**src/design/multi_mode_lehmer_rng_unit_macros.svh**
```systemverilog
// ----------------------------------------------------------------------------
// Assertion macros for the Lehmer generator unit
// Clocked implication checks shared by the controller and the datapath.
// ----------------------------------------------------------------------------
`ifndef MULTI_MODE_LEHMER_RNG_UNIT_MACROS_SVH
`define MULTI_MODE_LEHMER_RNG_UNIT_MACROS_SVH

// Consequent must hold in the same cycle as the antecedent.
`define LMR_ASSERT_SAME(lbl, clk, rst_n, ante, cons, msg) \
	lbl: assert property (@(posedge clk) disable iff (!rst_n) (ante) |-> (cons)) \
		else $error(msg);

// Consequent must hold in the cycle after the antecedent.
`define LMR_ASSERT_NEXT(lbl, clk, rst_n, ante, cons, msg) \
	lbl: assert property (@(posedge clk) disable iff (!rst_n) (ante) |=> (cons)) \
		else $error(msg);

`endif

```
**src/design/lmr_pkg.sv**
```systemverilog
// ----------------------------------------------------------------------------
// lmr_pkg
// Constants, mode codes and controller/datapath interface types.
// ----------------------------------------------------------------------------
package lmr_pkg;

	localparam int unsigned SeedW = 31;
	localparam int unsigned MultW = 17;
	localparam int unsigned ProdW = SeedW + MultW;

	// Park-Miller modulus 2^31-1 and the L'Ecuyer modulus 2^31-249.
	localparam logic [SeedW-1:0] PM_MOD     = 31'h7FFF_FFFF;
	localparam logic [SeedW-1:0] LE_MOD     = 31'd2147483399;
	localparam logic [7:0]       LE_FOLD    = 8'd249;
	localparam logic [SeedW-1:0] RESET_SEED = 31'd123456;

	localparam logic [MultW-1:0] MUL_READ  = 17'd48271;
	localparam logic [MultW-1:0] MUL_MOVE  = 17'd16807;
	localparam logic [MultW-1:0] MUL_REACT = 17'd69621;
	localparam logic [MultW-1:0] MUL_PROD  = 17'd40692;

	localparam logic [2:0] MODE_READ      = 3'd0;
	localparam logic [2:0] MODE_MOVE      = 3'd1;
	localparam logic [2:0] MODE_REACT     = 3'd2;
	localparam logic [2:0] MODE_PRODUCT   = 3'd3;
	localparam logic [2:0] MODE_GILLESPIE = 3'd4;

	typedef struct packed {
		logic load;
		logic sum;
		logic mul;
		logic reduce;
	} lmr_cmd_t;

	typedef struct packed {
		logic in_react;
	} lmr_sts_t;

	// Multiplier per mode; undefined modes multiply by zero so they give zero.
	function automatic logic [MultW-1:0] mult_for_mode(input logic [2:0] m);
		logic [MultW-1:0] k;
		unique case (m)
			MODE_READ:      k = MUL_READ;
			MODE_MOVE:      k = MUL_MOVE;
			MODE_REACT:     k = MUL_REACT;
			MODE_PRODUCT:   k = MUL_PROD;
			MODE_GILLESPIE: k = MUL_MOVE;
			default:        k = '0;
		endcase
		return k;
	endfunction

endpackage

```
**src/design/multi_mode_lehmer_rng_unit.sv**
```systemverilog
// ----------------------------------------------------------------------------
// multi_mode_lehmer_rng_unit
// Five-mode Lehmer generator: steps a stored or supplied 31-bit seed by a
// mode constant and reduces it exactly modulo 2^31-1 or 2147483399.
// ----------------------------------------------------------------------------
//
//   Channel   Handshake                Payload
//   -------   ----------------------   -------------------------
//   input     in_valid / in_ready      mode, seed_a, seed_b
//   output    out_valid / out_ready    new_seed, fraction
//   config    cfg_wr_en                cfg_wr_data (start seed)
//
// A word passes from acceptance to result through load, multiply and reduce
// steps, with a sum step before the multiply in react mode, where the two
// reactant seeds are first summed and folded. The single 31x17 constant multiplier serves every mode.
// One word is in flight at a time; the result sits in an output register, and
// when it has not been taken the reduce step waits until the output frees up.
// Reset loads the internal seed with 123456; a configuration write reloads it.
//
// Read and gillespie modes step the internal seed (by 48271 and 16807) and
// store the result back. Move steps seed_a by 16807, react folds
// seed_a + seed_b modulo 2^31-1 and steps that by 69621, and product steps
// seed_a by 40692 modulo 2147483399; none of these touch the internal seed.
// Undefined mode codes leave the state alone and give zero. The fraction is
// the new seed read as an unsigned Q0.31 value, so both outputs carry the same
// bits.
// ----------------------------------------------------------------------------
module multi_mode_lehmer_rng_unit (
	input  logic                      clk,
	input  logic                      arst_n,
	input  logic                      cfg_wr_en,
	input  logic [lmr_pkg::SeedW-1:0] cfg_wr_data,
	input  logic                      in_valid,
	output logic                      in_ready,
	input  logic [2:0]                mode,
	input  logic [lmr_pkg::SeedW-1:0] seed_a,
	input  logic [lmr_pkg::SeedW-1:0] seed_b,
	output logic                      out_valid,
	input  logic                      out_ready,
	output logic [lmr_pkg::SeedW-1:0] new_seed,
	output logic [lmr_pkg::SeedW-1:0] fraction
);
	import lmr_pkg::*;

	lmr_cmd_t         cmd;
	lmr_sts_t         sts;
	logic [SeedW-1:0] result;

	// The controller only sequences; all arithmetic and the seed live in the datapath.
	lmr_ctrl u_ctrl (
		.clk       (clk),
		.arst_n    (arst_n),
		.in_valid  (in_valid),
		.in_ready  (in_ready),
		.out_valid (out_valid),
		.out_ready (out_ready),
		.sts       (sts),
		.cmd       (cmd)
	);

	lmr_dp u_dp (
		.clk         (clk),
		.arst_n      (arst_n),
		.cmd         (cmd),
		.sts         (sts),
		.cfg_wr_en   (cfg_wr_en),
		.cfg_wr_data (cfg_wr_data),
		.mode        (mode),
		.seed_a      (seed_a),
		.seed_b      (seed_b),
		.result      (result)
	);

	// The Q0.31 fraction is the seed itself; no scaling is applied.
	assign new_seed = result;
	assign fraction = result;

endmodule

```
**src/design/lmr_dp.sv**
```systemverilog
// ----------------------------------------------------------------------------
// lmr_dp
// Datapath: operand capture, reactant sum fold, constant multiply and
// modular reduction, internal seed and result registers.
// ----------------------------------------------------------------------------
`include "multi_mode_lehmer_rng_unit_macros.svh"

module lmr_dp (
	input  logic                     clk,
	input  logic                     arst_n,
	input  lmr_pkg::lmr_cmd_t        cmd,
	output lmr_pkg::lmr_sts_t        sts,
	input  logic                     cfg_wr_en,
	input  logic [lmr_pkg::SeedW-1:0] cfg_wr_data,
	input  logic [2:0]               mode,
	input  logic [lmr_pkg::SeedW-1:0] seed_a,
	input  logic [lmr_pkg::SeedW-1:0] seed_b,
	output logic [lmr_pkg::SeedW-1:0] result
);
	import lmr_pkg::*;

	logic [2:0]       mode_q;
	logic [SeedW-1:0] op_q;
	logic [SeedW-1:0] b_q;
	logic [ProdW-1:0] prod_q;
	logic [SeedW-1:0] result_q;
	logic [SeedW-1:0] internal_seed_q;

	logic [SeedW:0]   ab_sum;
	logic [SeedW:0]   ab_fold;
	logic [SeedW-1:0] ab_red;
	logic [ProdW-1:0] prod_next;
	logic [MultW-1:0] prod_hi;
	logic [SeedW-1:0] prod_lo;
	logic [24:0]      le_fold;
	logic [SeedW:0]   pm_sum;
	logic [SeedW:0]   le_sum;
	logic [SeedW:0]   sel_sum;
	logic [SeedW:0]   sel_mod;
	logic [SeedW:0]   red;
	logic             uses_internal;
	logic             writes_internal;

	assign sts.in_react = (mode == MODE_REACT);
	assign uses_internal = (mode == MODE_READ) || (mode == MODE_GILLESPIE);
	assign writes_internal = (mode_q == MODE_READ) || (mode_q == MODE_GILLESPIE);

	// Reactant sum: the carry out of bit 30 is worth one modulo 2^31-1.
	assign ab_sum  = {1'b0, op_q} + {1'b0, b_q};
	assign ab_fold = {1'b0, ab_sum[SeedW-1:0]} + {{SeedW{1'b0}}, ab_sum[SeedW]};
	assign ab_red  = (ab_fold >= {1'b0, PM_MOD}) ? SeedW'(ab_fold - {1'b0, PM_MOD})
	                                             : ab_fold[SeedW-1:0];

	assign prod_next = {{MultW{1'b0}}, op_q} * {{SeedW{1'b0}}, mult_for_mode(mode_q)};

	// Fold the high part back in: 2^31 is 1 modulo 2^31-1 and 249 modulo 2^31-249.
	// Either sum stays below twice the modulus, so one subtract finishes it.
	assign prod_hi = prod_q[ProdW-1:SeedW];
	assign prod_lo = prod_q[SeedW-1:0];
	assign le_fold = {8'b0, prod_hi} * {17'b0, LE_FOLD};
	assign pm_sum  = {1'b0, prod_lo} + {{(SeedW+1-MultW){1'b0}}, prod_hi};
	assign le_sum  = {1'b0, prod_lo} + {7'b0, le_fold};
	assign sel_sum = (mode_q == MODE_PRODUCT) ? le_sum : pm_sum;
	assign sel_mod = (mode_q == MODE_PRODUCT) ? {1'b0, LE_MOD} : {1'b0, PM_MOD};
	assign red     = (sel_sum >= sel_mod) ? (sel_sum - sel_mod) : sel_sum;

	always_ff @(posedge clk or negedge arst_n) begin
		if (!arst_n) begin
			internal_seed_q <= RESET_SEED;
		end else if (cfg_wr_en) begin
			internal_seed_q <= cfg_wr_data;
		end else if (cmd.reduce && writes_internal) begin
			internal_seed_q <= red[SeedW-1:0];
		end
	end

	always_ff @(posedge clk) begin
		if (cmd.load) begin
			mode_q <= mode;
			op_q   <= uses_internal ? internal_seed_q : seed_a;
			b_q    <= seed_b;
		end
		if (cmd.sum) begin
			op_q <= ab_red;
		end
		if (cmd.mul) begin
			prod_q <= prod_next;
		end
		if (cmd.reduce) begin
			result_q <= red[SeedW-1:0];
		end
	end

	assign result = result_q;

	`LMR_ASSERT_NEXT(a_result_below_mod, clk, arst_n, cmd.reduce,
		result_q != PM_MOD, "reduced seed reached the modulus")
	`LMR_ASSERT_NEXT(a_undef_gives_zero, clk, arst_n,
		cmd.reduce && (mode_q > MODE_GILLESPIE), result_q == '0,
		"undefined mode gave a nonzero seed")
	`LMR_ASSERT_NEXT(a_product_below_mod, clk, arst_n,
		cmd.reduce && (mode_q == MODE_PRODUCT), result_q < LE_MOD,
		"product seed reached its modulus")

endmodule

```
**src/design/lmr_ctrl.sv**
```systemverilog
// ----------------------------------------------------------------------------
// lmr_ctrl
// Controller: sequences load, optional sum, multiply and reduce steps and
// owns the input and output handshakes.
// ----------------------------------------------------------------------------
`include "multi_mode_lehmer_rng_unit_macros.svh"

module lmr_ctrl (
	input  logic              clk,
	input  logic              arst_n,
	input  logic              in_valid,
	output logic              in_ready,
	output logic              out_valid,
	input  logic              out_ready,
	input  lmr_pkg::lmr_sts_t sts,
	output lmr_pkg::lmr_cmd_t cmd
);
	import lmr_pkg::*;

	typedef enum logic [1:0] {
		ST_IDLE,
		ST_SUM,
		ST_MUL,
		ST_RED
	} state_t;

	state_t state_q;
	logic   out_valid_q;
	logic   accept;

	assign in_ready = (state_q == ST_IDLE);
	assign accept   = in_valid && in_ready;

	always_comb begin
		cmd.load   = accept;
		cmd.sum    = (state_q == ST_SUM);
		cmd.mul    = (state_q == ST_MUL);
		cmd.reduce = (state_q == ST_RED) && (!out_valid_q || out_ready);
	end

	always_ff @(posedge clk or negedge arst_n) begin
		if (!arst_n) begin
			state_q     <= ST_IDLE;
			out_valid_q <= 1'b0;
		end else begin
			unique case (state_q)
				ST_IDLE: begin
					if (accept) begin
						state_q <= sts.in_react ? ST_SUM : ST_MUL;
					end
				end
				ST_SUM: begin
					state_q <= ST_MUL;
				end
				ST_MUL: begin
					state_q <= ST_RED;
				end
				ST_RED: begin
					if (cmd.reduce) begin
						state_q <= ST_IDLE;
					end
				end
			endcase
			if (cmd.reduce) begin
				out_valid_q <= 1'b1;
			end else if (out_ready) begin
				out_valid_q <= 1'b0;
			end
		end
	end

	assign out_valid = out_valid_q;

	`LMR_ASSERT_SAME(a_cmd_onehot, clk, arst_n, 1'b1, $onehot0({cmd.load, cmd.sum, cmd.mul, cmd.reduce}), "more than one datapath step at once")
	`LMR_ASSERT_NEXT(a_react_sums, clk, arst_n, accept && sts.in_react, state_q == ST_SUM, "react word skipped the sum step")
	`LMR_ASSERT_NEXT(a_reduce_shows, clk, arst_n, cmd.reduce, out_valid_q, "reduced word not presented")
	`LMR_ASSERT_SAME(a_no_overwrite, clk, arst_n, cmd.reduce, !out_valid_q || out_ready, "pending word overwritten")

endmodule
```
**config.mk**
```make
export PLATFORM = sky130hd
export DESIGN_NAME = multi_mode_lehmer_rng_unit
export DESIGN_NICKNAME = d
export VERILOG_FILES = /design/src/design/lmr_pkg.sv /design/src/design/multi_mode_lehmer_rng_unit.sv /design/src/design/lmr_dp.sv /design/src/design/lmr_ctrl.sv
export VERILOG_INCLUDE_DIRS = /design/src /design/src/design
export SDC_FILE = /design/constraint.sdc
export NUM_CORES = 2
export LEC_CHECK = 0
export BUFFER_PORTS_ARGS = -buffer_cell sky130_fd_sc_hd__buf_2
export CAP_MARGIN = 25
export CORE_MARGIN = 2
export CORE_UTILIZATION = 59
export CTS_BUF_LIST = sky130_fd_sc_hd__clkbuf_16
export DETAILED_ROUTE_END_ITERATION = 6
export PLACE_DENSITY = 0.84
export SYNTH_ARGS = -nofsm -noshare
export SYNTH_HDL_FRONTEND = slang
export SYNTH_SLANG_ARGS = --single-unit
```
**constraint.sdc**
```tcl
create_clock -name clk -period 8.1 [get_ports clk]
set_clock_uncertainty 0.1 [all_clocks]
set_input_delay 0.81 -clock clk [delete_from_list [all_inputs] [get_ports clk]]
set_output_delay 0.81 -clock clk [all_outputs]
set_load 0.05 [all_outputs]
```
* After elaboration in Yosys (flattened, before gate mapping)
Cells that the tools add are included.
** Operators by class
- $add $sub $neg :: 6
- $mul :: 2
- $lt $le $gt $ge :: 2
- Eq/ne operators :: 11
- Muxes and demuxes :: 16
- Reduce and logical (&&, ||, !) cells :: 15
** Operators by type and width (number)
- $mux W31 :: 7
- $pmux W17 S4 :: 1
- $mul A31 B17 Y48 :: 1
- $add A31 B1 Y32 :: 1
- $add A31 B17 Y32 :: 1
- $add A31 B25 Y32 :: 1
- $add A31 B31 Y32 :: 1
- $ge A32 B31 Y1 :: 1
- $ge A32 B31 Y1 const B :: 1
- $mux W32 :: 1
- $sub A31 B31 Y31 :: 1
- $sub A31 B31 Y31 const B :: 1
- $mul A17 B8 Y25 const B :: 1
- $eq A3 B2 Y1 const B :: 3
- $mux W8 :: 1
- $pmux W2 S4 :: 1
- $eq A3 B3 Y1 const B :: 2
- $logic_not A3 Y1 :: 2
- $mux W2 :: 3
- $reduce_bool A2 Y1 :: 3
- $eq A2 B2 Y1 const B :: 2
- $eq A3 B1 Y1 const B :: 1
- $logic_and A1 B1 Y1 :: 3
- $logic_or A1 B1 Y1 :: 3
- 8 further kinds :: 9
** Storage, ports and cells
- Flip-flop bits (word level) :: 178
- Word-level logic and storage cells :: 60

* Depth between registers and ports, before layout
- Word-level depth :: 7
- Gate-level depth with buffers :: 35
- Depth with buffers taken out :: 30

* Modules after synthesis
A second synthesis with hierarchy kept.
** Second synthesis, totals
- Cell total of the unflattened synthesis :: 3390
- Area, all modules :: 31657.9 µm²
** Modules (own cells, without submodules)
- lmr_dp :: times used 1, cells each 3337, area an instance 31191.2 µm², seq. area each 5107.4 µm²
- lmr_ctrl :: times used 1, cells each 22, area an instance 234.0 µm², seq. area each 75.1 µm²
- multi_mode_lehmer_rng_unit :: times used 1, cells each 31, area an instance 232.7 µm², seq. area each 0.0 µm²

* Worst setup path before layout
No wires, ideal clock.
- Path kind :: register -> register
- Start point :: register u_dp.mode_q[2]
- End point :: register u_dp.prod_q[46], data pin
- Library setup time :: 0.264 ns
- Arrival :: 7.542 ns
- Data required time :: 7.736 ns
- Slack :: 0.195 ns
- Cell stages (with the launch flop) :: 31
- Period minus slack after synthesis :: 7.905 ns
- Cells stage by stage :: edfxtp_1 -> and3b_1 -> clkbuf_1 -> clkbuf_1 -> clkbuf_1 -> clkbuf_1 -> clkbuf_1 -> nor2_1 -> nor2_1 -> inv_1 -> fa_1 -> inv_1 -> fa_1 -> fa_1 -> fa_1 -> fa_1 -> inv_1 -> fa_1 -> inv_1 -> ha_1 -> a21oi_1 -> nand3_1 -> o2111ai_1 -> a31oi_1 -> a21oi_1 -> o2111ai_1 -> a21oi_1 -> o21ba_2 -> o21ai_0 -> a221oi_1 -> xnor2_1
** Between the ends
- Cells in the longest elaborated chain, start to end :: 4
- Elaborated cells between the ends (all ways) :: 8
- Those cells by class :: mul: 1; eq/ne: 4; mux: 1; reduce/logical: 2
** RTL lines
- start: declaration :: RTL line lmr_dp.sv:22 : logic [2:0] mode_q;
- start signal: assignment :: RTL line lmr_dp.sv:79 : mode_q <= mode;
- $eq A3 B1 Y1 / $eq A3 B3 Y1 (equally long branches) :: RTL line lmr_pkg.sv:42 : unique case (m)
- $reduce_or A2 Y1 (no line)
- $pmux W17 S4 (*) :: RTL line lmr_pkg.sv:42
- $mul A31 B17 Y48 (*) :: RTL line lmr_dp.sv:54 : assign prod_next = {{MultW{1'b0}}, op_q} * {{SeedW{1'b0}}, mult_for_mode(mode_q)};
- named net u_dp.prod_next[46] :: RTL line lmr_dp.sv:32 : logic [ProdW-1:0] prod_next;
- end signal: assignment :: RTL line lmr_dp.sv:87 : prod_q <= prod_next;
- end: declaration :: RTL line lmr_dp.sv:25 : logic [ProdW-1:0] prod_q;
The timed path passes the listed nets; every way through them passes the cells marked *.
A chain may end at the register's enable or synchronous reset.

* Worst setup path in the final report
- Start point :: register u_dp.mode_q[0]
- End point :: register u_dp.prod_q[46], data pin
The elaborated chain is that of the path after synthesis.

==> metrics.cfg <==
[logic_synthesis]
synth_cells=3507
ys_seq_area_share_pct=16.0
synth_nets=4367
synth_area_leaders=fa_1 (31%), edfxtp_1 (13%), ha_1 (9.7%)
synth_top_area_share_pct=31.3
synth_ff_type=edfxtp_1
yosysTopAreaCell=fa_1
async_flop_share_pct=19.1
synth_edf_count=144
synth_cell_type_count=117
synth_commonest_cells=inv_1 (664), fa_1 (508), nand2_1 (348)
yosysMostFrequentCell=inv_1
yosysWarnings=0
synth_area_um2=32500
syn_area_per_cell_um2=9.26
ys_ff_latch=178

[routing]
route.detailed.drc=0
drtPass1Iterations=6
vias_per_cell=6.11
ant_nets=0
drtIter0Drc=2841
routed_wl_um=94400
wl_per_cell_um=22.0
num_vias=26200

[clock_tree]
clockBufferDepth=2
htreeDepth=4
cts_tree=done
cts_made_buffers=17
postCtsHoldBufs=0
cts_root_buffer=clkbuf_16
clk_pin_slew_ns=0.09
clock-sinks=178
clkLatencyLatePin_ns=0.46

[critical_path]
critPathMaxStageDelay_ns=0.57
cp-end-kind=flip-flop
cp_common_cell=fa_1
startpoint_type=flip-flop
critPathBufInv=6
critical-path-top-delay-family=adder cells
critical_path_depth=27
path_class=flip-flop to flip-flop
slowest_stage=fa_1
cp_max_fo=39
cp.arrival_ns=7.79
worstRegToRegCells=27
crit_required_ns=8.19

[floorplanning]
die_h_um=239
die-area_um2=56900
coreArea_um2=54100
die_w_um=239
io_pins=165
rows=85
start_util_pct=60.0

[grt]
antenna_found_initial=1
overflow=0
grt_max_degree=65
groute.usage.overall_pct=33.7
grt_pass1_vias=26400
grt_pass1_wl_um=147000

[timing]
fin_tns_setup_ns=0
maxSlewHeadroom_pct=30.6
fmax_ghz=0.130
finalWorstSetupSlack_ns=0.407
tightest_slew_ns=1.04
rsz0062_at_grt=false
min_period_ns=7.69
slew_viol_final=0
min_period_over_period_pct=95.0
hold_viol=0
setup_viol=0

[placement]
port_buffers=164
gp_congestion=1.02
pre_cts_slack_ns=0.130
hpwl_um=79000
placed_cells=4251

[cells_and_area]
fin_nets=4441
drive_above_1_share_pct=10.2
syn_to_final_growth_pct=6.58
layout.cells.non_filler=4293

[job]
cap_violations=0

[worst_hold_path]
hold_class=input pin to async pin

[status]
outcome=finished, final reports clean

stage by stage:
stage / hold slack [ns] / area (um^2) / util (%)
finish: 0.332 / 34600 / 63.9
global route: 0.383 / 34600 / 63.9
CTS: 0.343 / 34500 / 63.7
detailed placement: 0.461 / 33900 / 62.6
global placement: 0.428 / 33900 / 62.6
floorplan: 0.400 / 32500 / -
flip-flops by register name (all words and copies together) (netlist names):
name / flops
u_dp.result: 31
u_ctrl.out_valid: 1
u_dp.op_q: 31
u_dp.mode_q: 3
u_dp.internal_seed_q: 31
u_dp.b_q: 31
u_dp.prod_q: 48
u_ctrl.state_q: 2
final timing paths:
path,from,end,slack (ns)
max in group asynchronous,arst_n,u_dp.internal_seed_q[25]$_DFFE_PN0P_,7.05
worst min-delay path,arst_n,u_dp.internal_seed_q[27]$_DFFE_PN0P_,0.33
worst min register to register,u_ctrl.out_valid$_DFFE_PN0P_,u_ctrl.out_valid$_DFFE_PN0P_,0.48
worst max-delay path,u_dp.mode_q[0]$_DFFE_PP_,u_dp.prod_q[46]$_DFFE_PP_,0.41
worst max register to register,u_dp.mode_q[0]$_DFFE_PP_,u_dp.prod_q[46]$_DFFE_PP_,0.41
min in group clk,seed_b[26],u_dp.b_q[26]$_DFFE_PP_,0.42
timing repair:
action                                 in CTS  in global routing
setup endpoints to repair                   0                  9
setup buffers                               0                  7
resized for setup                           0                  9
endpoints found under the hold margin       0                  0
cell families (layout without fill, tap and decap cells):
| group | Yosys count | after routing | synth area share, % |
|---|---|---|---|
| AOI/OAI and AO/OA | 559 | 559 | 11.7 |
| muxes | 48 | 48 | 1.50 |
| adders and majority gates | 759 | 759 | 41.0 |
| other | 0 | 3 | 0 |
| buffers and inverters | 840 | 927 | 10.3 |
| xor gates and xnor gates | 151 | 151 | 4.13 |
| and+or+nand+nor | 972 | 972 | 15.4 |
| DFF | 178 | 178 | 16.0 |
worst reg2reg max path, stage by stage, from the launching register on:
cell	delay, ns
edfxtp_1	0.37
buf_4	0.20
nor3_2	0.29
buf_12	0.25
nand2_1	0.18
fa_1	0.57
fa_1	0.48
fa_1	0.52
fa_1	0.54
inv_1	0.05
fa_1	0.47
inv_1	0.05
fa_1	0.47
inv_1	0.04
ha_1	0.33
nand3_1	0.13
a211o_1	0.30
a21oi_1	0.29
o2111ai_1	0.18
buf_4	0.18
a31oi_2	0.28
a21oi_2	0.13
o2111ai_1	0.24
a21oi_2	0.12
o21ba_2	0.22
o21ai_1	0.19
a221oi_2	0.10
xnor2_1	0.14
cells in the final DEF (no fill, tap or decap), types with 16 or more instances in the layout:
cell	count
buf_2	164
o21ai_1	23
inv_1	664
nor2_1	123
mux2i_1	42
a211oi_1	19
nor2b_1	23
dfrtp_1	28
nor3_1	47
buf_4	61
nand4_1	23
fa_1	508
a31oi_1	18
xnor2_1	97
nor3b_1	22
or3_1	16
a21oi_1	139
and3_1	61
o21bai_1	18
o21ai_0	99
ha_1	250
edfxtp_1	144
xor2_1	53
clkbuf_16	17
nand3_1	102
nand2b_1	28
nand2_1	347
a21o_1	56
and2_1	92
o21a_1	24
layer usage:
| layer | track usage (%) | vias up | part of all wire [%] |
|---|---|---|---|
| met2 | 53.4 | 1631 | 46 |
| met3 | 7.61 | 300 | 11 |
| met5 | 0 | - | 0 |
| li1 | - | 11600 | - |
| met1 | 43.8 | 12700 | 37 |
| met4 | 16.8 | 0 | 6.1 |
area by class of cell:
| type | count | area, um^2 |
|---|---|---|
| Antenna cell | 3 | 7.51 |
| Clock buffer | 17 | 425 |
| Clock inverter | 15 | 200 |
| Fill cell | 4297 | 19500 |
| Inverter | 664 | 2490 |
| Multi-Input combinational cell | 2489 | 24000 |
| Sequential cell | 178 | 5180 |
| Tap cell | 696 | 871 |
| Timing Repair Buffer | 231 | 1400 |
Power is left out: the tool's default activity adds up to more than one toggle a clock period on the data nets, which glitch-free logic cannot reach.
